===== config.mk =====
export PLATFORM = sky130hd
export DESIGN_NAME = midi_tempo_tick_timer_unit
export DESIGN_NICKNAME = d
export VERILOG_FILES = /design/src/hw/rtl/mttt_pkg.sv /design/src/hw/rtl/mttt_front.sv /design/src/hw/rtl/mttt_divider.sv /design/src/hw/rtl/mttt_back.sv /design/src/hw/rtl/midi_tempo_tick_timer_unit.sv
export SDC_FILE = /design/constraint.sdc
export NUM_CORES = 2
export LEC_CHECK = 0
export ABC_CLOCK_PERIOD_IN_PS = 13200
export BUFFER_PORTS_ARGS = -buffer_cell sky130_fd_sc_hd__buf_2
export CORE_UTILIZATION = 40
export DETAILED_ROUTE_END_ITERATION = 12
export GPL_TIMING_DRIVEN = 1
export PLACE_DENSITY = 0.54
export SLEW_MARGIN = 20
export SYNTH_ARGS = -nofsm -noshare
export SYNTH_HDL_FRONTEND = slang
export SYNTH_SLANG_ARGS = --single-unit

===== constraint.sdc =====
create_clock -name clk -period 13.2 [get_ports clk]
set_clock_uncertainty 0.15 [all_clocks]
set_input_delay 2.64 -clock clk [delete_from_list [all_inputs] [get_ports clk]]
set_output_delay 2.64 -clock clk [all_outputs]
set_load 0.01 [all_outputs]

===== src/hw/rtl/mttt_pkg.sv =====
// ----------------------------------------------------------------------------
// MIDI tempo tick timer package
// Shared types, item codes and constants for the tick timer block.
// ----------------------------------------------------------------------------
`default_nettype none

package mttt_pkg;

    // Item kinds.
    typedef enum logic [3:0] {
        KIND_TICK     = 4'd0,
        KIND_WAIT_REL = 4'd1,
        KIND_WAIT_ABS = 4'd2,
        KIND_START    = 4'd3,
        KIND_STOP     = 4'd4,
        KIND_CONTINUE = 4'd5,
        KIND_TEMPO    = 4'd6,
        KIND_SYNC     = 4'd7,
        KIND_ARM      = 4'd8
    } kind_t;

    localparam int unsigned MIN_PERIOD_USECS_DEF = 2000;
    localparam logic [25:0] USECS_PER_MINUTE     = 26'd60000000;
    localparam logic [9:0]  TIMEBASE_RESET       = 10'd100;
    localparam logic [9:0]  TIMEBASE_MAX         = 10'd1000;
    localparam logic [7:0]  TEMPO_RESET          = 8'd60;
    localparam logic [7:0]  TEMPO_MIN            = 8'd8;
    localparam logic [7:0]  TEMPO_MAX            = 8'd250;
    localparam logic [31:0] INTERVAL_RESET       = 32'd10000;
    localparam int unsigned QUEUE_DEPTH          = 2;

    // Input word.
    typedef struct packed {
        logic [3:0]  kind;
        logic [31:0] value;
    } in_word_t;

    // Result word.
    typedef struct packed {
        logic        fired;
        logic        armed;
        logic [31:0] current_ticks;
        logic        running;
    } out_word_t;

    // Classified command passed from front to back.
    typedef struct packed {
        logic [3:0]  kind;
        logic [31:0] value;
        logic [7:0]  tempo;
    } cmd_t;

endpackage

`default_nettype wire


===== src/hw/rtl/mttt_front.sv =====
// ----------------------------------------------------------------------------
// MIDI tempo tick timer front end
// Accepts input words, clamps the tempo and pushes commands into a queue.
// ----------------------------------------------------------------------------
`default_nettype none

module mttt_front (
    input  wire logic              clk,
    input  wire logic              rst_n,
    input  wire logic              in_valid,
    output logic                   in_stall,
    input  wire mttt_pkg::in_word_t in_data,
    output logic                   cmd_valid,
    input  wire logic              cmd_pop,
    output mttt_pkg::cmd_t         cmd_data
);
    import mttt_pkg::*;

    localparam int unsigned PW = $clog2(QUEUE_DEPTH);

    cmd_t              mem_reg [QUEUE_DEPTH];
    logic [PW-1:0]     wr_reg, rd_reg;
    logic [PW:0]       cnt_reg;
    cmd_t              cmd_in;
    logic              push;
    logic              pop;

    // Clamp the tempo so the back end sees a ready value.
    always_comb
    begin
        cmd_in.kind  = in_data.kind;
        cmd_in.value = in_data.value;
        if (in_data.value[31:8] != 24'd0 || in_data.value[7:0] > TEMPO_MAX)
            cmd_in.tempo = TEMPO_MAX;
        else if (in_data.value[7:0] < TEMPO_MIN)
            cmd_in.tempo = TEMPO_MIN;
        else
            cmd_in.tempo = in_data.value[7:0];
    end

    assign in_stall  = (cnt_reg == (PW+1)'(QUEUE_DEPTH));
    assign push      = in_valid && !in_stall;
    assign cmd_valid = (cnt_reg != '0);
    assign pop       = cmd_pop && cmd_valid;
    assign cmd_data  = mem_reg[rd_reg];

    // Queue storage.
    always_ff @(posedge clk)
    begin
        if (push)
            mem_reg[wr_reg] <= cmd_in;
    end

    // Queue pointers.
    always_ff @(posedge clk or negedge rst_n)
    begin
        if (!rst_n)
        begin
            wr_reg  <= '0;
            rd_reg  <= '0;
            cnt_reg <= '0;
        end
        else
        begin
            if (push)
                wr_reg <= (wr_reg == PW'(QUEUE_DEPTH-1)) ? '0 : wr_reg + 1'b1;
            if (pop)
                rd_reg <= (rd_reg == PW'(QUEUE_DEPTH-1)) ? '0 : rd_reg + 1'b1;
            cnt_reg <= cnt_reg + (PW+1)'(push) - (PW+1)'(pop);
        end
    end

    // The fill level never exceeds the depth.
    a_cnt: assert property (@(posedge clk) disable iff (!rst_n)
        cnt_reg <= (PW+1)'(QUEUE_DEPTH)) else $error("queue overflow");
    // A push into a full queue is blocked.
    a_nopush: assert property (@(posedge clk) disable iff (!rst_n)
        in_stall |-> !push) else $error("push while full");
    // A lone push raises the count by one.
    a_inc: assert property (@(posedge clk) disable iff (!rst_n)
        push && !pop |=> cnt_reg == $past(cnt_reg) + 1'b1) else $error("count");

endmodule

`default_nettype wire


===== src/hw/rtl/mttt_divider.sv =====
// ----------------------------------------------------------------------------
// MIDI tempo tick timer divider
// Restoring divider, one quotient bit per cycle, 64 by 32 bits.
// ----------------------------------------------------------------------------
`default_nettype none

module mttt_divider (
    input  wire logic        clk,
    input  wire logic        rst_n,
    input  wire logic        start,
    input  wire logic [63:0] dividend,
    input  wire logic [31:0] divisor,
    output logic             done,
    output logic [63:0]      quotient,
    output logic [32:0]      remainder
);
    import mttt_pkg::*;

    logic [63:0] q_reg;
    logic [32:0] r_reg;
    logic [31:0] d_reg;
    logic [6:0]  n_reg;
    logic        busy_reg;
    logic [33:0] trial;

    assign trial     = {r_reg, q_reg[63]} - {2'b0, d_reg};
    assign quotient  = q_reg;
    assign remainder = r_reg;
    assign done      = busy_reg && (n_reg == 7'd0);

    // Shift and subtract.
    always_ff @(posedge clk or negedge rst_n)
    begin
        if (!rst_n)
        begin
            busy_reg <= 1'b0;
            n_reg    <= '0;
        end
        else if (start)
        begin
            busy_reg <= 1'b1;
            n_reg    <= 7'd64;
        end
        else if (done)
            busy_reg <= 1'b0;
        else if (busy_reg)
            n_reg <= n_reg - 1'b1;
    end

    always_ff @(posedge clk)
    begin
        if (start)
        begin
            q_reg <= dividend;
            r_reg <= '0;
            d_reg <= divisor;
        end
        else if (busy_reg && n_reg != 7'd0)
        begin
            if (!trial[33])
            begin
                r_reg <= trial[32:0];
                q_reg <= {q_reg[62:0], 1'b1};
            end
            else
            begin
                r_reg <= {r_reg[31:0], q_reg[63]};
                q_reg <= {q_reg[62:0], 1'b0};
            end
        end
    end

    // Done only while busy.
    a_done: assert property (@(posedge clk) disable iff (!rst_n)
        done |-> busy_reg) else $error("done while idle");
    // A start loads the full bit count.
    a_start: assert property (@(posedge clk) disable iff (!rst_n)
        start |=> n_reg == 7'd64) else $error("bad start");
    // Busy counts down by one.
    a_count: assert property (@(posedge clk) disable iff (!rst_n)
        busy_reg && !done && !start |=> n_reg == $past(n_reg) - 1'b1)
        else $error("bad count");

endmodule

`default_nettype wire


===== src/hw/rtl/mttt_back.sv =====
// ----------------------------------------------------------------------------
// MIDI tempo tick timer back end
// Executes commands, computes the tick scale and MIDI time, drives results.
// ----------------------------------------------------------------------------
`default_nettype none

module mttt_back #(
    parameter int unsigned MIN_PERIOD_USECS = mttt_pkg::MIN_PERIOD_USECS_DEF
) (
    input  wire logic            clk,
    input  wire logic            rst_n,
    input  wire logic            cfg_we,
    input  wire logic [9:0]      cfg_wdata,
    input  wire logic            cmd_valid,
    output logic                 cmd_pop,
    input  wire mttt_pkg::cmd_t  cmd_data,
    output logic                 out_valid,
    input  wire logic            out_stall,
    output mttt_pkg::out_word_t  out_data
);
    import mttt_pkg::*;

    typedef enum logic [9:0] {
        ST_IDLE   = 10'b0000000001,
        ST_SCALE  = 10'b0000000010,
        ST_SWAIT  = 10'b0000000100,
        ST_MUL    = 10'b0000001000,
        ST_QDIV   = 10'b0000010000,
        ST_QWAIT  = 10'b0000100000,
        ST_APPLY  = 10'b0001000000,
        ST_RSCALE = 10'b0010000000,
        ST_RWAIT  = 10'b0100000000,
        ST_OUT    = 10'b1000000000
    } state_t;

    state_t      state_reg, state_next;
    logic [9:0]  timebase_reg;
    logic        run_reg;
    logic [7:0]  tempo_reg;
    logic [31:0] interval_reg, count_reg, offset_reg, now_reg, next_reg, prev_reg;
    logic [31:0] scale_reg;
    logic [63:0] prod_reg;
    logic [31:0] ticks_reg;
    cmd_t        cmd_reg;
    out_word_t   out_reg;
    logic        out_valid_reg;

    logic        div_start;
    logic [63:0] div_dividend;
    logic [31:0] div_divisor;
    logic        div_done;
    logic [63:0] div_q;
    logic [32:0] div_r;
    logic [9:0]  tb_eff;
    logic [17:0] tb_tempo;
    logic [31:0] count_use;
    logic [33:0] round_chk;
    logic [31:0] ticks_rounded;
    logic        needs_ticks;
    logic        needs_rescale;
    logic [31:0] tick_now;
    logic [31:0] wait_t;
    logic        apply_fired;
    logic        apply_armed;

    mttt_divider u_div (
        .clk       (clk),
        .rst_n     (rst_n),
        .start     (div_start),
        .dividend  (div_dividend),
        .divisor   (div_divisor),
        .done      (div_done),
        .quotient  (div_q),
        .remainder (div_r)
    );

    // Effective timebase and the scale divisor.
    always_comb
    begin
        if (timebase_reg == 10'd0)
            tb_eff = 10'd1;
        else if (timebase_reg > TIMEBASE_MAX)
            tb_eff = TIMEBASE_MAX;
        else
            tb_eff = timebase_reg;
        tb_tempo = 18'(tempo_reg * tb_eff);
    end

    assign needs_ticks = (cmd_reg.kind == KIND_TICK && run_reg)
                      || (cmd_reg.kind == KIND_TEMPO && cmd_reg.value != 32'd0)
                      || (cmd_reg.kind == KIND_SYNC);
    assign needs_rescale = (cmd_reg.kind == KIND_TEMPO && cmd_reg.value != 32'd0);
    assign count_use = (cmd_reg.kind == KIND_TICK) ? count_reg + 1'b1 : count_reg;
    assign round_chk = {1'b0, div_r} + {3'b0, scale_reg[31:1]};
    assign ticks_rounded = div_q[31:0] + 32'(round_chk >= {2'b0, scale_reg});

    // Tick time, wait target and the result flags of the command in hand.
    assign tick_now    = offset_reg + ticks_reg;
    assign wait_t      = (cmd_reg.kind == KIND_WAIT_REL) ? cmd_reg.value + prev_reg
                                                         : cmd_reg.value;
    assign apply_fired = (cmd_reg.kind == KIND_TICK) && run_reg && (tick_now >= next_reg);
    assign apply_armed = (cmd_reg.kind == KIND_WAIT_REL || cmd_reg.kind == KIND_WAIT_ABS)
                      && wait_t != 32'd0 && wait_t > now_reg;

    // Divider operand selection.
    always_comb
    begin
        div_start    = 1'b0;
        div_dividend = '0;
        div_divisor  = 32'd1;
        if (state_reg == ST_SCALE || state_reg == ST_RSCALE)
        begin
            div_start    = 1'b1;
            div_dividend = {38'd0, USECS_PER_MINUTE};
            div_divisor  = {14'd0, tb_tempo};
        end
        else if (state_reg == ST_QDIV)
        begin
            div_start    = 1'b1;
            div_dividend = prod_reg;
            div_divisor  = scale_reg;
        end
    end

    // Sequencer.
    always_comb
    begin
        state_next = state_reg;
        case (state_reg)
            ST_IDLE:   if (cmd_valid && !out_valid_reg) state_next = ST_SCALE;
            ST_SCALE:  state_next = ST_SWAIT;
            ST_SWAIT:  if (div_done) state_next = needs_ticks ? ST_MUL : ST_APPLY;
            ST_MUL:    state_next = ST_QDIV;
            ST_QDIV:   state_next = ST_QWAIT;
            ST_QWAIT:  if (div_done) state_next = ST_APPLY;
            ST_APPLY:  state_next = needs_rescale ? ST_RSCALE : ST_OUT;
            ST_RSCALE: state_next = ST_RWAIT;
            ST_RWAIT:  if (div_done) state_next = ST_OUT;
            ST_OUT:    state_next = ST_IDLE;
            default:   state_next = ST_IDLE;
        endcase
    end

    assign cmd_pop   = (state_reg == ST_IDLE) && cmd_valid && !out_valid_reg;
    assign out_valid = out_valid_reg;
    assign out_data  = out_reg;

    // Capture the command and working values.
    always_ff @(posedge clk)
    begin
        if (cmd_pop)
            cmd_reg <= cmd_data;
        if (state_reg == ST_SWAIT && div_done)
            scale_reg <= div_q[31:0];
        if (state_reg == ST_MUL)
            prod_reg <= 64'(count_use) * 64'(interval_reg);
        if (state_reg == ST_QWAIT && div_done)
            ticks_reg <= ticks_rounded;
    end

    // Architectural state update.
    always_ff @(posedge clk or negedge rst_n)
    begin
        if (!rst_n)
        begin
            state_reg     <= ST_IDLE;
            timebase_reg  <= TIMEBASE_RESET;
            run_reg       <= 1'b0;
            tempo_reg     <= TEMPO_RESET;
            interval_reg  <= INTERVAL_RESET;
            count_reg     <= '0;
            offset_reg    <= '0;
            now_reg       <= '0;
            next_reg      <= '1;
            prev_reg      <= '0;
            out_valid_reg <= 1'b0;
            out_reg       <= '0;
        end
        else
        begin
            state_reg <= state_next;
            if (cfg_we)
                timebase_reg <= cfg_wdata;
            if (out_valid_reg && !out_stall)
                out_valid_reg <= 1'b0;
            if (state_reg == ST_APPLY)
            begin
                out_reg.fired <= apply_fired;
                out_reg.armed <= apply_armed;
                case (cmd_reg.kind)
                    KIND_TICK:
                    begin
                        if (run_reg)
                        begin
                            count_reg <= count_use;
                            now_reg   <= tick_now;
                            if (apply_fired)
                                next_reg <= '1;
                        end
                    end
                    KIND_WAIT_REL, KIND_WAIT_ABS:
                    begin
                        if (apply_armed)
                        begin
                            next_reg <= wait_t;
                            prev_reg <= wait_t;
                        end
                    end
                    KIND_START:
                    begin
                        offset_reg   <= '0;
                        count_reg    <= '0;
                        next_reg     <= '1;
                        prev_reg     <= '0;
                        now_reg      <= '0;
                        run_reg      <= 1'b1;
                        interval_reg <= (scale_reg < 32'(MIN_PERIOD_USECS))
                                        ? 32'(MIN_PERIOD_USECS) : scale_reg;
                    end
                    KIND_STOP:
                        run_reg <= 1'b0;
                    KIND_CONTINUE:
                    begin
                        run_reg      <= 1'b1;
                        interval_reg <= (scale_reg < 32'(MIN_PERIOD_USECS))
                                        ? 32'(MIN_PERIOD_USECS) : scale_reg;
                    end
                    KIND_TEMPO:
                    begin
                        if (cmd_reg.value != 32'd0)
                        begin
                            offset_reg <= tick_now;
                            count_reg  <= '0;
                            tempo_reg  <= cmd_reg.tempo;
                        end
                    end
                    KIND_SYNC:
                    begin
                        offset_reg   <= tick_now;
                        count_reg    <= '0;
                        interval_reg <= cmd_reg.value;
                    end
                    KIND_ARM:
                    begin
                        if (cmd_reg.value[31])
                        begin
                            next_reg <= now_reg + 1'b1;
                            prev_reg <= now_reg + 1'b1;
                        end
                        else if (cmd_reg.value > now_reg)
                        begin
                            next_reg <= cmd_reg.value;
                            prev_reg <= cmd_reg.value;
                        end
                    end
                    default:
                    begin
                    end
                endcase
            end
            // After a tempo change the timer period comes from the new tempo.
            if (state_reg == ST_RWAIT && div_done)
                interval_reg <= (div_q[31:0] < 32'(MIN_PERIOD_USECS))
                                ? 32'(MIN_PERIOD_USECS) : div_q[31:0];
            if (state_reg == ST_OUT)
            begin
                out_valid_reg         <= 1'b1;
                out_reg.current_ticks <= now_reg;
                out_reg.running       <= run_reg;
            end
        end
    end

    // A result is only raised from the output state.
    a_out: assert property (@(posedge clk) disable iff (!rst_n)
        $rose(out_valid_reg) |-> $past(state_reg) == ST_OUT) else $error("stray out");
    // No command is taken while a result waits.
    a_pop: assert property (@(posedge clk) disable iff (!rst_n)
        cmd_pop |-> !out_valid_reg) else $error("pop while busy");
    // The tempo stays in range.
    a_tempo: assert property (@(posedge clk) disable iff (!rst_n)
        tempo_reg >= TEMPO_MIN && tempo_reg <= TEMPO_MAX) else $error("tempo");

endmodule

`default_nettype wire


===== src/hw/rtl/midi_tempo_tick_timer_unit.sv =====
// ----------------------------------------------------------------------------
// MIDI tempo tick timer unit
// Turns timer interrupt words and sequencer commands into MIDI tick time.
// ----------------------------------------------------------------------------
// Usage: input words (kind, value) enter on in_valid/in_stall and each gives
// exactly one result word on out_valid/out_stall. A two-entry queue sits
// between the front end and the back end, so up to two words are taken in
// while the back end is busy or a result waits. The timebase register must be
// written with cfg_we/cfg_wdata only while the block is idle; the block does not enforce it.
// Division work per word: running ticks and interval resyncs run the scale
// division and the rounded tick division on one shared 64-bit restoring
// divider (one bit per cycle); a nonzero tempo change adds a third division
// for the new timer period; other kinds run the scale division only.
// The back end takes the next word the cycle after a result is accepted and
// handles one word at a time, while the queue takes in further words.
// Reset clears all timer state to its defaults and the timebase to 100.
// A stalled result holds; the back end waits and the queue then fills and
// raises in_stall.
// ----------------------------------------------------------------------------
`default_nettype none

module midi_tempo_tick_timer_unit #(
    parameter int unsigned MIN_PERIOD_USECS = mttt_pkg::MIN_PERIOD_USECS_DEF
) (
    input  wire logic                clk,
    input  wire logic                rst_n,
    input  wire logic                cfg_we,
    input  wire logic [9:0]          cfg_wdata,
    input  wire logic                in_valid,
    output logic                     in_stall,
    input  wire mttt_pkg::in_word_t  in_data,
    output logic                     out_valid,
    input  wire logic                out_stall,
    output mttt_pkg::out_word_t      out_data
);
    import mttt_pkg::*;

    logic cmd_valid;
    logic cmd_pop;
    cmd_t cmd_data;

    mttt_front u_front (
        .clk       (clk),
        .rst_n     (rst_n),
        .in_valid  (in_valid),
        .in_stall  (in_stall),
        .in_data   (in_data),
        .cmd_valid (cmd_valid),
        .cmd_pop   (cmd_pop),
        .cmd_data  (cmd_data)
    );

    mttt_back #(
        .MIN_PERIOD_USECS (MIN_PERIOD_USECS)
    ) u_back (
        .clk       (clk),
        .rst_n     (rst_n),
        .cfg_we    (cfg_we),
        .cfg_wdata (cfg_wdata),
        .cmd_valid (cmd_valid),
        .cmd_pop   (cmd_pop),
        .cmd_data  (cmd_data),
        .out_valid (out_valid),
        .out_stall (out_stall),
        .out_data  (out_data)
    );

endmodule

`default_nettype wire

==> Word level (Yosys, flattened, before mapping) <==
Memory sizes are Yosys's and may differ from the RTL's. A register that Yosys moved wholly into a read port is not among the register bits.
Index checks and enable logic that the tools add are counted.
{ "totals": {"register_bits": 526, "ram_bits": 88, "output_inout_bits": 37, "mem_count": 1} }
{ "classes": {"addsub": 12, "n_mul": 2, "n_lt_le_gt_ge": 9, "n_eq_ne": 29, "n_mux": 54, "bitwise": 1, "reduce_logical": 58} }
{ "mem_list": {"columns": ["name", "depth", "width", "read_ports", "rd_clocked_by_memory_dff", "wr", "line", "rtl"], "rows": [
  ["u_front.mem_reg", 2, 44, 1, 1, 1, "mttt_front.sv:21", "cmd_t mem_reg [QUEUE_DEPTH];"]
]} }
{ "op_table": {"columns": ["cell", "n"], "rows": [
  ["32-bit 2-to-1 mux", 15],
  ["32-bit one-hot mux with 3 select lines", 3],
  ["64-bit 2-to-1 mux", 4],
  ["32-bit one-hot mux with 2 select lines", 2],
  ["32-bit one-hot mux with 4 select lines", 1],
  ["10-bit one-hot mux with 9 select lines", 1],
  ["10-bit 2-to-1 mux", 7],
  ["32-bit by 1-bit adder with 32-bit output, second input constant", 2],
  ["32-bit adder", 2],
  ["32-bit > comparator", 2],
  ["32-bit by 11-bit < comparator with 1-bit output, second input constant", 2],
  ["32-bit by 32-bit multiplier with 64-bit output", 1],
  ["32-bit nonzero test", 2],
  ["18-bit 2-to-1 mux", 2],
  ["33-bit by 31-bit adder with 34-bit output", 1],
  ["34-bit by 32-bit >= comparator with 1-bit output", 1],
  ["34-bit by 32-bit subtractor with 34-bit output", 1],
  ["33-bit 2-to-1 mux", 1],
  ["32-bit by 1-bit adder with 32-bit output", 1],
  ["32-bit >= comparator", 1],
  ["7-bit 2-to-1 mux", 4],
  ["24-bit nonzero test", 1],
  ["8-bit by 10-bit multiplier with 18-bit output", 1],
  ["4-bit by 3-bit equality test with 1-bit output, second input constant", 4],
  ["other kinds (43)", 103]
]} }

==> Longest topological paths before layout <==
{ "depth": {"depth_word": 7, "depth_mapped": 40} }

==> Modules after synthesis <==
Synthesis repeated with hierarchy kept, for this count alone.
{ "hier_totals": {"cells_unflattened": 7591, "area_unflattened_um2": 73709.4} }
{ "by_module_without_submodules": {"columns": ["module", "n_inst", "cells_each", "area_each_um2"], "rows": [
  ["mttt_back", 1, 6744, 62628.8],
  ["mttt_divider", 1, 665, 7531.0],
  ["mttt_front", 1, 182, 3549.7]
]} }

==> Worst setup path after synthesis <==
Ideal clock, no wire load.
{ "synth_timing": {"path_kind": "register to register", "from": "reg u_back.cmd_reg[42] (netlist name)", "to": "reg u_back.prod_reg[62] (data pin)", "setup_time_ps": 258, "t_arrival_ps": 9473, "setup_slack_ps": 3319, "stages_incl_launch_ff": 40, "path_buffers": 4, "period_less_slack_ps": 9881, "cell_sequence": "edfxtp_1 buf_6 nor4_2 and3_1 and4_1 buf_2 nand2_1 nor2_1 and2_1 nand2b_1 inv_1 nand3_1 xnor2_1 clkbuf_1 nand2_1 fa_1 inv_1 fa_1 [4 not listed] fa_1 fa_1 fa_1 inv_1 fa_1 inv_1 ha_1 buf_1 a21o_1 a21oi_1 o41ai_1 a21oi_1 nand2_1 a211oi_1 o31ai_1 a221o_1 a21oi_1 xnor2_1"} }
{ "synth_between": {"elab_chain_cells": 3} }
{ "synth_lines": {"columns": ["item", "line", "rtl"], "rows": [
  ["4-bit logical NOT", "mttt_back.sv:93", "assign count_use = (cmd_reg.kind == KIND_TICK) ? count_reg + 1'b1 : count_reg;"],
  ["32-bit 2-to-1 mux", "mttt_back.sv:93", null],
  ["32-bit by 32-bit multiplier with 64-bit output", "mttt_back.sv:156", "prod_reg <= 64'(count_use) * 64'(interval_reg);"],
  ["end signal, assigned", "mttt_back.sv:156", null],
  ["end, declared", "mttt_back.sv:42", "logic [63:0] prod_reg;"]
]} }
No other way between the ends.
A chain may end at the register's enable or synchronous reset.

==> Final worst setup path <==
{ "layout_timing": {"from": "reg u_back.cmd_reg[41] (netlist name)", "to": "reg u_back.prod_reg[62] (data pin)"} }
{ "layout_between": {"elab_chain_cells": 3} }
{ "layout_lines": {"columns": ["item", "line"], "rows": [
  ["4-bit logical NOT", "mttt_back.sv:93"],
  ["32-bit 2-to-1 mux", "mttt_back.sv:93"],
  ["32-bit by 32-bit multiplier with 64-bit output", "mttt_back.sv:156"]
]} }
No other way between the ends.

==> flow_metrics.tcl <==
set metrics [dict create \
    fill_cells 17441 \
    die_w_um 429 \
    criticalPathCategory "flop to flop" \
    syn_nets 9121 \
    cp-start-kind "flop" \
    drt-pass1-iter-count 5 \
    crit_path_frequent_cell "fa_1" \
    io_pins 88 \
    worst_pin_slew_ns 1.10 \
    grt_max_degree 71 \
    ant_nets 0 \
    cell_internal_pwr_w 0.00609 \
    endpoint_kind "flop" \
    core_um2 181000 \
    post-route-min-period_ns 12.14 \
    dp_cells 9773 \
    grt_use_total 0.236 \
    drv_slew 0 \
    post-cts-setup-buffer-count 0 \
    cp_max_fo 19 \
    synth_warnings 0 \
    total_power_w 0.0109 \
    numPortBuffers 87 \
    postLayoutCoreUtil 0.436 \
    syn_inst 7561 \
    cts_sinks 658 \
    routed_wl_um 216000 \
    async_reset_ff_frac 0.409 \
    avgSynthCellArea_um2 9.67 \
    synthFlopType "edfxtp_1" \
    synth_common_cells "1115 x inv_1, 948 x fa_1, 911 x nand2_1" \
    hold_viol 0 \
    yosys.cell_count.top_type "inv_1" \
    cts_tree "built" \
    relSlewSlack 0.266 \
    rsz0062_at_grt "no" \
    clock_path_buffers 3 \
    clock_power_share 0.207 \
    globalplace.congestion 0.895 \
    clk_latency_ns 0.73 \
    synth_area_leader_cell "fa_1" \
    final-instance-count-excl-fill 9927 \
    nets 9045 \
    yosys-top-cells-area "fa_1 26%, edfxtp_1 15%, ha_1 9.6%" \
    pwr-share-comb 0.470 \
    worstHoldPathType "flop to flop" \
    p_seq_frac 0.322 \
    antenna_found_initial 13 \
    p_sw_w 0.00477 \
    die_h_um 429 \
    fmax_mhz 82.4 \
    synth_top_area_share 0.260 \
    clk_pin_slew_ns 0.06 \
    h-tree-depth 3 \
    worst_ep_required_time_ns 13.48 \
    setup_viol_count_final 0 \
    power.density_nw_per_um2 138 \
    swShare 0.439 \
    critPathMaxStageDelay_ns 0.90 \
    worst_path_max_delay_cell "nor4_2" \
    initial_utilization 0.403 \
    area_delta_synth_final_pct 8.10 \
    ys_seq_area_frac 0.248 \
    drive_gt1_frac 0.0749 \
    status "complete, no violations" \
    post_drt_via_cell_ratio 5.41 \
    grt_pass1_vias 56602 \
    largest_reg_flops 88 \
    drc_errors 0 \
    maxCapViolations 0 \
    tns_ns 0 \
    wl_per_cell_um 21.7 \
    cts_hold_buf 0 \
    ys_seq_elements 658 \
    num_vias 53662 \
    dp_hpwl_um 164000 \
    synth.cell_area_um2 73100 \
    leakagePower_nw 37.8 \
    grt_pass1_wl_um 337000 \
    fin_ws_ns 1.06 \
    preCtsSetupSlack_ns 1.19 \
    cts_buffers 80 \
    drt_iter0_markers 3789 \
    grt_overflow_total 0 \
    die_area_um2 184000 \
    cts_root_buffer "clkbuf_16" \
    fin_crit_sh 0.920 \
    rows 156 \
    cts_resized 0 \
    ir_drop_mv 0.130 \
    synth.distinct_cells 91 \
    synth_edf_count 356 \
    arrival_ns 12.42 \
]
## cell families (layout without fill, tap and decap cells)
logic type,Yosys count,in the layout,synth area share
flops,658,658,0.248
other cells,0,4,0
buf+inv,1475,1467,0.0768
mux,177,177,0.0276
simple gates,2286,2286,0.156
xor+xnor,280,280,0.0336
fa+ha+maj,1509,1509,0.356
compound gates,1176,1176,0.102
## power groups by stage
| stage | registers [W] | clock network [W] | logic, W |
|---|---|---|---|
| floorplan | 0.00316 | 0 | 0.00372 |
| global placement | 0.00352 | 0 | 0.00499 |
| detailed placement | 0.00352 | 0 | 0.00508 |
| CTS | 0.00349 | 0.00232 | 0.00511 |
| global route | 0.00355 | 0.00239 | 0.00568 |
| finish | 0.00350 | 0.00225 | 0.00511 |
## per-layer routing
layer  up-vias  share of wire  track usage
met2      1376           0.49        0.406
met1     27388           0.42        0.302
met5         -       0.000060            0
met4         2          0.043       0.0989
met3       368          0.049       0.0264
li1      24528              -            -
## metrics by stage
stage	hold WS [ns]	instance area [um2]
2_1_floorplan	0.274	73100
3_3_place_gp	0.308	76300
3_5_place_dp	0.315	76300
4_1_cts	0.329	79000
5_1_grt	0.343	79000
6_report	0.321	79000
## cell type report
class	instances	area, um2	share of cell area
diodes	4	10.0	0.000127
repair buffers	201	1300	0.0165
multi-input cells	5428	49700	0.629
inverters	1116	4190	0.0530
clock buffers	112	2200	0.0279
flip-flops and latches	658	18200	0.230
clock inverters	38	465	0.00589
well taps	2370	2970	0.0375
## path summary, 6_finish.rpt
| kind | start | endpoint | slack (ns) | cells past startpoint |
|---|---|---|---|---|
| setup / recovery | u_back.cmd_reg[41] | u_back.prod_reg[62] | 1.06 | 34 |
| hold / removal | u_back.out_data[15] | u_back.out_data[15] | 0.32 | 2 |
| setup reg to reg | u_back.cmd_reg[41] | u_back.prod_reg[62] | 1.06 | 34 |
| hold reg to reg | u_back.out_data[15] | u_back.out_data[15] | 0.32 | 2 |
| max in group asynchronous | rst_n | u_front.rd_reg | 9.04 | 3 |
| min in group asynchronous | rst_n | u_back.timebase_reg[0] | 1.74 | 1 |
## worst max-delay path, delay by kind of cell, from the launching register on
family | cells | cell delay, ns
buffers and inverters | 4 | 0.64
adder cells (fa/ha/maj) | 9 | 3.97
XOR/XNOR | 2 | 0.77
AND/OR/NAND/NOR | 9 | 3.09
AO/OA/AOI/OAI | 10 | 2.63
flip-flops | 1 | 0.58
## layout by cell type (no fill, tap or decap), types with 47 or more instances in the layout
| cell type | n |
|---|---|
| inv_1 | 1114 |
| fa_1 | 948 |
| nand2_1 | 911 |
| and2_1 | 673 |
| ha_1 | 561 |
| edfxtp_1 | 356 |
| o21ai_0 | 341 |
| a21oi_1 | 293 |
| nor2_1 | 226 |
| dfrtp_1 | 214 |
| xnor2_1 | 180 |
| buf_4 | 114 |
| a21o_1 | 112 |
| nand3_1 | 104 |
| a22o_1 | 101 |
| buf_2 | 86 |
| clkbuf_16 | 80 |
| mux2i_1 | 76 |
| nor3_1 | 74 |
| mux2_2 | 71 |
| xor2_1 | 69 |
| and3_1 | 47 |
| o211ai_1 | 47 |
(Power assumes the default switching activity.)
